### config.mk
export PLATFORM = sky130hd
export DESIGN_NAME = ecef_enu_coef
export DESIGN_NICKNAME = d
export VERILOG_FILES = /design/src/design/ecef_enu_pkg.sv /design/src/design/ecef_enu_cordic.sv /design/src/design/ecef_enu_coef.sv
export SDC_FILE = /design/constraint.sdc
export NUM_CORES = 2
export LEC_CHECK = 0
export CORE_MARGIN = 2
export CORE_UTILIZATION = 35
export CTS_BUF_LIST = sky130_fd_sc_hd__clkbuf_2
export DETAILED_ROUTE_END_ITERATION = 12
export DONT_BUFFER_PORTS = 1
export GPL_TIMING_DRIVEN = 0
export PLACE_DENSITY = 0.48
export SLEW_MARGIN = 20
export SYNTH_ARGS = -nofsm -noshare
export SYNTH_HDL_FRONTEND = slang
export SYNTH_HIERARCHICAL = 1
export SYNTH_SLANG_ARGS = --single-unit
### constraint.sdc
create_clock -name clk -period 14.05 [get_ports clk]
set_input_delay 0 -clock clk [delete_from_list [all_inputs] [get_ports clk]]
set_output_delay 0 -clock clk [all_outputs]
set_load 0.02 [all_outputs]
### src/design/ecef_enu_pkg.sv
`default_nettype none
package ecef_enu_pkg;

  // CORDIC iteration count for the sin/cos refresh
  localparam int CORDIC_STEPS = 30;
  localparam int STEP_W       = $clog2(CORDIC_STEPS);

  // field widths
  localparam int ANG_W  = 32;
  localparam int IN_W   = 36;
  localparam int OUT_W  = 38;
  localparam int COEF_W = 32;
  localparam int FRAC   = 30;

  // configuration port
  localparam int CFG_IDX_W = 2;
  localparam int CFG_W     = 32;
  localparam logic [CFG_IDX_W-1:0] REG_LATITUDE  = 2'd0;
  localparam logic [CFG_IDX_W-1:0] REG_LONGITUDE = 2'd1;

  // CORDIC datapath
  localparam int CORDIC_W = 34;
  localparam logic signed [CORDIC_W-1:0] CORDIC_ONE  = 34'sh0_4000_0000;
  localparam logic signed [CORDIC_W-1:0] CORDIC_PI   = 34'sh0_8000_0000;
  localparam logic signed [CORDIC_W-1:0] CORDIC_GAIN = 34'sd652032874;
  localparam logic signed [COEF_W-1:0]   ONE_Q30     = 32'sh4000_0000;

  // dot-product pipeline: components split into a signed high part and an
  // unsigned low part so each multiplier stays near 18x32
  localparam int SPLIT = 18;
  localparam int HP_W  = IN_W - SPLIT + COEF_W;
  localparam int LP_W  = SPLIT + 1 + COEF_W;
  localparam int HS_W  = HP_W + 2;
  localparam int LS_W  = LP_W + 2;
  localparam int ACC_W = HS_W + SPLIT;

  // rows: east, north, up; columns: x, y, z
  typedef struct packed {
    logic [2:0][2:0][COEF_W-1:0] m;
  } coef_t;

  typedef struct packed {
    logic                     done;
    logic signed [COEF_W-1:0] sin;
    logic signed [COEF_W-1:0] cos;
  } trig_res_t;

  // atan(2^-i) in binary-angle units, 2^31 = pi
  function automatic logic signed [31:0] atan_entry(input logic [5:0] idx);
    logic signed [31:0] v;
    case (idx)
      6'd0:  v = 32'h20000000;
      6'd1:  v = 32'h12E4051E;
      6'd2:  v = 32'h09FB385B;
      6'd3:  v = 32'h051111D4;
      6'd4:  v = 32'h028B0D43;
      6'd5:  v = 32'h0145D7E1;
      6'd6:  v = 32'h00A2F61E;
      6'd7:  v = 32'h00517C55;
      6'd8:  v = 32'h0028BE53;
      6'd9:  v = 32'h00145F2F;
      6'd10: v = 32'h000A2F98;
      6'd11: v = 32'h000517CC;
      6'd12: v = 32'h00028BE6;
      6'd13: v = 32'h000145F3;
      6'd14: v = 32'h0000A2F9;
      6'd15: v = 32'h0000517D;
      6'd16: v = 32'h000028BE;
      6'd17: v = 32'h0000145F;
      6'd18: v = 32'h00000A30;
      6'd19: v = 32'h00000518;
      6'd20: v = 32'h0000028C;
      6'd21: v = 32'h00000146;
      6'd22: v = 32'h000000A3;
      6'd23: v = 32'h00000051;
      6'd24: v = 32'h00000029;
      6'd25: v = 32'h00000014;
      6'd26: v = 32'h0000000A;
      6'd27: v = 32'h00000005;
      6'd28: v = 32'h00000003;
      6'd29: v = 32'h00000001;
      6'd30: v = 32'h00000001;
      default: v = 32'h00000000;
    endcase
    return v;
  endfunction

endpackage
`default_nettype wire

### src/design/ecef_enu_cordic.sv
`default_nettype none
module ecef_enu_cordic (
  input  wire logic                                 clk,
  input  wire logic                                 rst_n,
  input  wire logic                                 start,
  input  wire logic signed [ecef_enu_pkg::ANG_W-1:0] angle,
  output ecef_enu_pkg::trig_res_t                   res
);

  localparam int CW = ecef_enu_pkg::CORDIC_W;

  logic signed [CW-1:0]             x_r, y_r, z_r;
  logic signed [CW-1:0]             x_nxt, y_nxt, z_nxt;
  logic [ecef_enu_pkg::STEP_W-1:0]  cnt_r;
  logic                             run_r, fin_r, flip_r;

  logic signed [CW-1:0] ang, dx, dy, at, xc, yc;
  logic                 flip;

  // fold angles beyond a quarter turn by half a turn; sin/cos negate later
  always_comb begin
    ang  = CW'(angle);
    flip = (ang > ecef_enu_pkg::CORDIC_ONE) || (ang < -ecef_enu_pkg::CORDIC_ONE);
  end

  always_comb begin
    dx = y_r >>> cnt_r;
    dy = x_r >>> cnt_r;
    at = CW'(ecef_enu_pkg::atan_entry(6'(cnt_r)));
    if (!z_r[CW-1]) begin
      x_nxt = x_r - dx;
      y_nxt = y_r + dy;
      z_nxt = z_r - at;
    end else begin
      x_nxt = x_r + dx;
      y_nxt = y_r - dy;
      z_nxt = z_r + at;
    end
  end

  always_ff @(posedge clk) begin
    if (!rst_n) begin
      run_r <= 1'b0;
      fin_r <= 1'b0;
      cnt_r <= '0;
    end else begin
      fin_r <= 1'b0;
      if (start) begin
        run_r <= 1'b1;
        cnt_r <= '0;
      end else if (run_r) begin
        cnt_r <= cnt_r + 1'b1;
        if (cnt_r == ecef_enu_pkg::STEP_W'(ecef_enu_pkg::CORDIC_STEPS - 1)) begin
          run_r <= 1'b0;
          fin_r <= 1'b1;
        end
      end
    end
  end

  always_ff @(posedge clk) begin
    if (start) begin
      x_r    <= ecef_enu_pkg::CORDIC_GAIN;
      y_r    <= '0;
      flip_r <= flip;
      if (!flip)
        z_r <= ang;
      else if (ang > 0)
        z_r <= ang - ecef_enu_pkg::CORDIC_PI;
      else
        z_r <= ang + ecef_enu_pkg::CORDIC_PI;
    end else if (run_r) begin
      x_r <= x_nxt;
      y_r <= y_nxt;
      z_r <= z_nxt;
    end
  end

  always_comb begin
    if (x_r > ecef_enu_pkg::CORDIC_ONE)
      xc = ecef_enu_pkg::CORDIC_ONE;
    else if (x_r < -ecef_enu_pkg::CORDIC_ONE)
      xc = -ecef_enu_pkg::CORDIC_ONE;
    else
      xc = x_r;
    if (y_r > ecef_enu_pkg::CORDIC_ONE)
      yc = ecef_enu_pkg::CORDIC_ONE;
    else if (y_r < -ecef_enu_pkg::CORDIC_ONE)
      yc = -ecef_enu_pkg::CORDIC_ONE;
    else
      yc = y_r;
    res.done = fin_r;
    res.sin  = flip_r ? -yc[ecef_enu_pkg::COEF_W-1:0] : yc[ecef_enu_pkg::COEF_W-1:0];
    res.cos  = flip_r ? -xc[ecef_enu_pkg::COEF_W-1:0] : xc[ecef_enu_pkg::COEF_W-1:0];
  end

endmodule
`default_nettype wire

### src/design/ecef_enu_coef.sv
`default_nettype none
module ecef_enu_coef (
  input  wire logic                                  clk,
  input  wire logic                                  rst_n,
  input  wire logic                                  cfg_we,
  input  wire logic [ecef_enu_pkg::CFG_IDX_W-1:0]    cfg_index,
  input  wire logic [ecef_enu_pkg::CFG_W-1:0]        cfg_data,
  output logic                                       busy,
  output ecef_enu_pkg::coef_t                        coef
);

  localparam int CWD = ecef_enu_pkg::COEF_W;

  typedef enum logic [4:0] {
    S_IDLE = 5'b00001,
    S_KICK = 5'b00010,
    S_LAT  = 5'b00100,
    S_LON  = 5'b01000,
    S_MUL  = 5'b10000
  } seq_state_t;

  seq_state_t state_r, state_nxt;

  logic signed [ecef_enu_pkg::ANG_W-1:0] lat_r, lon_r;
  logic signed [CWD-1:0]                 sl_r, cl_r, so_r, co_r;
  logic [2:0]                            mcnt_r;
  logic signed [2*CWD-1:0]               prod_r;
  ecef_enu_pkg::coef_t                   coef_r;

  logic                                  cfg_hit;
  logic                                  cs_start;
  logic signed [ecef_enu_pkg::ANG_W-1:0] cs_angle;
  ecef_enu_pkg::trig_res_t               cs_res;
  logic signed [CWD-1:0]                 mul_a, mul_b, prod_q;
  logic signed [2*CWD-1:0]               prod_rnd;

  assign cfg_hit = cfg_we && ((cfg_index == ecef_enu_pkg::REG_LATITUDE) ||
                              (cfg_index == ecef_enu_pkg::REG_LONGITUDE));

  // latitude first, longitude launched as soon as latitude finishes
  assign cs_start = (state_r == S_KICK) || ((state_r == S_LAT) && cs_res.done);
  assign cs_angle = (state_r == S_KICK) ? lat_r : lon_r;

  ecef_enu_cordic u_cordic (
    .clk   (clk),
    .rst_n (rst_n),
    .start (cs_start),
    .angle (cs_angle),
    .res   (cs_res)
  );

  always_comb begin
    state_nxt = state_r;
    case (state_r)
      S_IDLE: state_nxt = S_IDLE;
      S_KICK: state_nxt = S_LAT;
      S_LAT:  if (cs_res.done) state_nxt = S_LON;
      S_LON:  if (cs_res.done) state_nxt = S_MUL;
      S_MUL:  if (mcnt_r == 3'd4) state_nxt = S_IDLE;
      default: state_nxt = S_IDLE;
    endcase
    // a new write restarts the whole refresh
    if (cfg_hit)
      state_nxt = S_KICK;
  end

  always_ff @(posedge clk) begin
    if (!rst_n) begin
      state_r <= S_IDLE;
      lat_r   <= '0;
      lon_r   <= '0;
    end else begin
      state_r <= state_nxt;
      if (cfg_we && (cfg_index == ecef_enu_pkg::REG_LATITUDE))
        lat_r <= cfg_data;
      if (cfg_we && (cfg_index == ecef_enu_pkg::REG_LONGITUDE))
        lon_r <= cfg_data;
    end
  end

  // one shared multiplier for the four cross terms
  always_comb begin
    case (mcnt_r[1:0])
      2'd0: begin mul_a = sl_r; mul_b = co_r; end
      2'd1: begin mul_a = sl_r; mul_b = so_r; end
      2'd2: begin mul_a = cl_r; mul_b = co_r; end
      2'd3: begin mul_a = cl_r; mul_b = so_r; end
      default: begin mul_a = sl_r; mul_b = co_r; end
    endcase
    prod_rnd = prod_r + (2*CWD)'(64'sd536870912);
    prod_q   = prod_rnd[ecef_enu_pkg::FRAC+CWD-1:ecef_enu_pkg::FRAC];
  end

  always_ff @(posedge clk) begin
    if (!rst_n) begin
      sl_r      <= '0;
      cl_r      <= ecef_enu_pkg::ONE_Q30;
      so_r      <= '0;
      co_r      <= ecef_enu_pkg::ONE_Q30;
      mcnt_r    <= '0;
      // identity swap: east = y, north = z, up = x
      coef_r    <= {{(2*CWD){1'b0}}, ecef_enu_pkg::ONE_Q30,
                    ecef_enu_pkg::ONE_Q30, {(2*CWD){1'b0}},
                    {CWD{1'b0}}, ecef_enu_pkg::ONE_Q30, {CWD{1'b0}}};
    end else begin
      if ((state_r == S_LAT) && cs_res.done) begin
        sl_r <= cs_res.sin;
        cl_r <= cs_res.cos;
      end
      if ((state_r == S_LON) && cs_res.done) begin
        so_r   <= cs_res.sin;
        co_r   <= cs_res.cos;
        mcnt_r <= '0;
      end
      if (state_r == S_MUL) begin
        mcnt_r <= mcnt_r + 3'd1;
        case (mcnt_r)
          3'd1: coef_r.m[1][0] <= -prod_q;
          3'd2: coef_r.m[1][1] <= -prod_q;
          3'd3: coef_r.m[2][0] <= prod_q;
          3'd4: begin
            coef_r.m[2][1] <= prod_q;
            coef_r.m[0][0] <= -so_r;
            coef_r.m[0][1] <= co_r;
            coef_r.m[1][2] <= cl_r;
            coef_r.m[2][2] <= sl_r;
          end
          default: ;
        endcase
      end
    end
  end

  always_ff @(posedge clk) begin
    prod_r <= (2*CWD)'(mul_a) * (2*CWD)'(mul_b);
  end

  assign busy = (state_r != S_IDLE);
  assign coef = coef_r;

endmodule
`default_nettype wire

# Word-level counts from Yosys, hierarchy flattened
# Memories as Yosys holds them, arrays and structs flattened. A register that Yosys moved wholly into a read port is not among the register bits.
# Cells that the tools add are included.
# op_classes
order_cmp,7
n_eq_ne,20
mul,1
bitwise_logic,2
addsub,15
muxes,29
n_reduce_logical,25
n_shift,2
# ops
operator,n
$mux W34,7
$mux W32,7
$neg A32 Y32,4
$pmux W32 S2,2
$add A34 B34 Y34,2
$gt A34 B32 Y1 const B,2
$lt A34 B31 Y1 const B,2
$sshr A34 B5 Y34,2
$sub A34 B34 Y34,2
$add A62 B31 Y62 const B,1
$mul A32 B32 Y62,1
$add A32 B33 Y34 const B,1
$add A34 B32 Y34,1
$sub A32 B33 Y34 const B,1
$sub A34 B32 Y34,1
$gt A32 B1 Y1 const B,1
$gt A32 B32 Y1 const B,1
$lt A32 B31 Y1 const B,1
$mux W5,5
$pmux W5 S4,1
$reduce_or A2 Y1,6
$eq A5 B5 Y1 const B,2
$reduce_and A2 Y1,4
$eq A3 B2 Y1 const B,2
24 further kinds,42
# totals
romBits,960
register_bits,628
n_memories,1
out_inout_bits,289
# mem_list
memory,words,word_bits,rd,rd_clocked_by_memory_dff,write_ports,line_no,rtl
(no name shown),32,30,1,1,0,ecef_enu_pkg.sv:51,case (idx)

# Depth between registers and ports, before layout
# depth
ltp_word,6
mapped_depth,33
depth_no_buf,30

# Modules after synthesis
# The synthesis kept the hierarchy.
# modules_own_cells
module,area_each_um2,cells_each,instances
ecef_enu_coef,53934.2,6203,1
ecef_enu_cordic,18686.7,2408,1

# Worst setup path after synthesis
# No wires, ideal clock.
# synth_timing
path_kind,reg2reg
from,register mcnt_r[0]
to,register prod_r[61]
path_buffers,4
slack_ns,4.087
setup_time_ns,0.127
path_stages_with_launch,31
arrival_ns,9.837
path_cell_list,dfxtp_1 > ha_1 > clkbuf_1 > nor2_1 > clkbuf_1 > buf_1 > mux2i_1 > clkbuf_1 > nor2_1 > fa_1 > inv_1 > fa_1 > inv_1 > fa_1 > inv_1 > fa_1 > inv_1 > fa_1 > fa_1 > inv_1 > fa_1 > inv_1 > fa_1 > ha_1 > nand4_1 > or3b_2 > or3_1 > o31ai_2 > a31o_2 > a2111oi_0 > or3_1
# synth_between
elab_chain_cells,4
# synth_rtl
item,line_no,rtl
"start, declared",ecef_enu_coef.sv:26,logic [2:0] mcnt_r;
"start signal, assigned",ecef_enu_coef.sv:116,mcnt_r <= mcnt_r + 3'd1;
$eq A2 B2 Y1 (tied with other cells),ecef_enu_coef.sv:83,case (mcnt_r[1:0])
$reduce_or A2 Y1 (no source line),-,
$pmux W32 S2,ecef_enu_coef.sv:83,
$mul A32 B32 Y62 (*),ecef_enu_coef.sv:135,prod_r <= (2*CWD)'(mul_a) * (2*CWD)'(mul_b);
"end signal, assigned",ecef_enu_coef.sv:135,
"end, declared",ecef_enu_coef.sv:27,logic signed [2*CWD-1:0] prod_r;
# Mark *: on every way between the ends. The rest lies on a longest branch, timed or not.
# A chain may end at the register's enable or synchronous reset.

# Worst setup path after layout
# Same ends and word-level chain as after synthesis.

==> impl_metrics.json <==
{
  "hold_violations": 0,
  "worstHoldPathType": "in2reg",
  "min_from": "rst_n",
  "die_w_um": 460,
  "area_growth_pct": 11.4,
  "worstHoldEndpoint": "state_r[3]$_SDFFE_PP0P_",
  "tightest_slew_ns": 1.26,
  "cts_max_path_buffers": 3,
  "dr.first_iter.drc_count": 6609,
  "grt_pass1_wl_mm": 509,
  "routed_wl_mm": 363,
  "cts_max_level": 4,
  "yosysUniqueCellTypes": 108,
  "io-pin-count": 326,
  "clock_sinks": 629,
  "endpoint_kind": "register",
  "antenna_found_initial": 28,
  "ys_warn_count": 6,
  "cts_setup_buffers": 0,
  "async_flop_share_pct": 0,
  "internal_power_w": 0.00373,
  "hold_depth": 5,
  "viasPerCell": 5.58,
  "crit_fanout": 10,
  "ctsRootBufferMaster": "clkbuf_2",
  "seqPwrFrac_pct": 29.2,
  "synth_flop_cell": "dfxtp_1",
  "r2r_cells": 30,
  "path_class": "reg2reg",
  "slew_headroom_pct": 14.5,
  "yosysSeqAreaShare_pct": 17.8,
  "fin_nets": 10500,
  "crit_slowest_cell": "mux2i_2",
  "pwr-share-clk_pct": 20.7,
  "fin_crit_sh_pct": 98.7,
  "first_global_vias": 67000,
  "grt_start_max_net_pins": 31,
  "dieArea_um2": 211000,
  "syn_avg_cell_area_um2": 8.43,
  "finalSetupTns_ns": 0,
  "numCtsBuffers": 180,
  "layout-drive-gt1-share_pct": 7.79,
  "drt_pre_antenna_iters": 6,
  "synth_common_cells": "1391 x nand2_1, 1135 x inv_1, 1064 x fa_1, 977 x nor2_1, 594 x dfxtp_1",
  "max_stage_delay_ns": 1.09,
  "min_period_ns": 13.87,
  "synth-seq-cells": 629,
  "clkTransAtPathRegs_ns": 0.10,
  "vias": 66700,
  "rrSetupSlack_ns": 0.18,
  "drc": 0,
  "total_power_w": 0.00712,
  "pwr-share-comb_pct": 50.1,
  "p_per_area_nw_per_um2": 88.0,
  "rr_startpoint": "mcnt_r[0]$_SDFFE_PN0P_",
  "port_buffers": 0,
  "switching_share_pct": 47.6,
  "clock_latency_ns": 1.83,
  "track_usage_pct": 34.0,
  "reg2reg_to": "prod_r[61]$_DFF_P_",
  "power_switching_w": 0.00339,
  "slew_violations": 0,
  "die_h_um": 460,
  "status": "finished, final reports clean",
  "cp-start-kind": "register",
  "yosys-top-cells-area": "fa_1 29%, dfxtp_1 16%, nand2_1 7.2%",
  "dp_hpwl_mm": 297,
  "netlist.area_leader.share_pct": 29.3,
  "max_freq_mhz": 72.1,
  "synth_edf_count": 35,
  "worstPathArrival_ns": 15.43,
  "start_util_pct": 35.1,
  "peakVddDrop_uv": 106,
  "leakage_nw": 35.5,
  "cts_tree": "yes",
  "gp_congestion": 1.03,
  "required_ns": 15.60,
  "maxCapViolations": 0,
  "crit_path_frequent_cell": "fa_1",
  "skew_ns": 0.212,
  "synth_top_area_cell": "fa_1",
  "coreArea_um2": 207000,
  "overflow": 0,
  "hold_ws_ns": 0.345,
  "wl_per_cell_um": 30.3,
  "setup_viol": 0,
  "syn_area_um2": 72600,
  "synth_cells": 8611,
  "num_rows": 167,
  "drtAntennaViolNets": 0,
  "grt_setup_unrepaired": "no",
  "yosys.cell_count.top_type": "nand2_1"
}
==> final cells by class <==
| cell class | instances | area, um2 |
|---|---|---|
| Multi-Input combinational cell | 6328 | 53600 |
| Buffer | 543 | 2330 |
| Tap cell | 2704 | 3380 |
| Timing Repair Buffer | 260 | 2680 |
| Inverter | 1142 | 4290 |
| Sequential cell | 629 | 12900 |
| Clock inverter | 62 | 319 |
| Fill cell | 21500 | 126000 |
| Antenna cell | 20 | 50.0 |
| Clock buffer | 265 | 1330 |
==> cell families after synthesis <==
logic type	Yosys count	synth area share [%]
and+or+nand+nor	2891	16.8
other	1	0.00516
xor gates and xnor gates	349	4.21
AOI/OAI and AO/OA	1374	11.7
muxes	320	5.87
DFF	629	17.8
adders and majority gates	1362	34.5
buffers and inverters	1685	9.08
==> power by group through the flow <==
stage          Combinational, W  Sequential (W)  Clock [W]
6_report                0.00357         0.00208    0.00147
5_1_grt                 0.00383         0.00209    0.00161
4_1_cts                 0.00348         0.00207    0.00152
3_5_place_dp            0.00341         0.00211          0
3_3_place_gp            0.00341         0.00211          0
2_1_floorplan           0.00239         0.00203          0
==> worst max-delay path: cells and delay by family (launching register included) <==
| kind | cells | cell delay (ns) |
|---|---|---|
| AND/OR/NAND/NOR | 6 | 2.67 |
| buffers and inverters | 9 | 2.91 |
| multiplexers | 1 | 1.09 |
| flip-flops | 1 | 0.44 |
| AO/OA/AOI/OAI | 4 | 1.78 |
| adder cells (fa/ha/maj) | 10 | 4.65 |
==> through the flow <==
stage / setup WS (ns) / cells / cell area [um2] / util (%)
6_report: 0.178 / 12000 / 80900 / 39.1
5_1_grt: 0.00722 / 11900 / 80900 / 39.1
4_1_cts: 0.367 / 11900 / 80800 / 39.1
3_5_place_dp: 0.587 / 11400 / 76800 / 37.2
3_3_place_gp: 0.351 / 11300 / 76100 / 36.8
2_1_floorplan: 4.09 / 8642 / 72700 / -
==> worst max-delay path by stage <==
stage                            from                 end  slack, ns
6_report       mcnt_r[0]$_SDFFE_PN0P_  prod_r[61]$_DFF_P_       0.18
5_1_grt        mcnt_r[0]$_SDFFE_PN0P_  prod_r[61]$_DFF_P_      0.007
4_1_cts        mcnt_r[0]$_SDFFE_PN0P_  prod_r[61]$_DFF_P_       0.37
3_5_place_dp   mcnt_r[0]$_SDFFE_PN0P_  prod_r[61]$_DFF_P_       0.59
3_3_place_gp   mcnt_r[0]$_SDFFE_PN0P_  prod_r[61]$_DFF_P_       0.35
2_1_floorplan  mcnt_r[0]$_SDFFE_PN0P_  prod_r[61]$_DFF_P_       4.09
==> placed cells by master (no fill, tap or decap), types with 47 or more instances in the layout <==
cell type,netlist,layout
ha_1,298,298
nor2_1,977,976
dlygate4sd3_1,0,237
nand2_1,1391,1391
nor3_1,83,81
xor2_1,186,186
xnor2_1,163,163
nand3_1,88,88
inv_1,1135,1134
mux2_2,123,123
a211oi_1,152,151
clkbuf_2,0,284
clkbuf_1,435,416
dfxtp_1,594,594
o21ai_0,215,215
mux4_2,72,72
a21oi_1,591,590
mux2i_1,120,76
buf_4,41,47
a21o_1,63,63
fa_1,1064,1063
==> routing by layer <==
metal	part of all wire (%)	track usage, %	vias up
met5	0.036	0	-
met4	6.6	18.7	18
met3	8.5	7.37	753
met2	45	54.4	3246
met1	40	42.6	34000
li1	-	-	28800
==> what timing repair did <==
| action | in CTS | in global routing |
|---|---|---|
| resized for setup | 0 | 2 |
| setup endpoints to repair | 0 | 1 |
| hold endpoints to repair | 374 | 0 |
| hold buffers | 237 | 0 |
==> sequential cells by signal, indices dropped and copies added, names as in the netlist <==
| signal | count |
|---|---|
| coef | 256 |
| u_cordic/x_r | 34 |
| u_cordic/y_r | 34 |
| u_cordic/z_r | 34 |
| prod_r | 33 |
| cl_r | 32 |
| co_r | 32 |
| lat_r | 32 |
| lon_r | 32 |
| sl_r | 32 |
| so_r | 32 |
| u_cordic/at | 30 |
| state_r | 5 |
| u_cordic/cnt_r | 5 |
| mcnt_r | 3 |
| u_cordic/fin_r | 1 |
| u_cordic/flip_r | 1 |
| u_cordic/run_r | 1 |
Power figures use the tool's default switching activity.
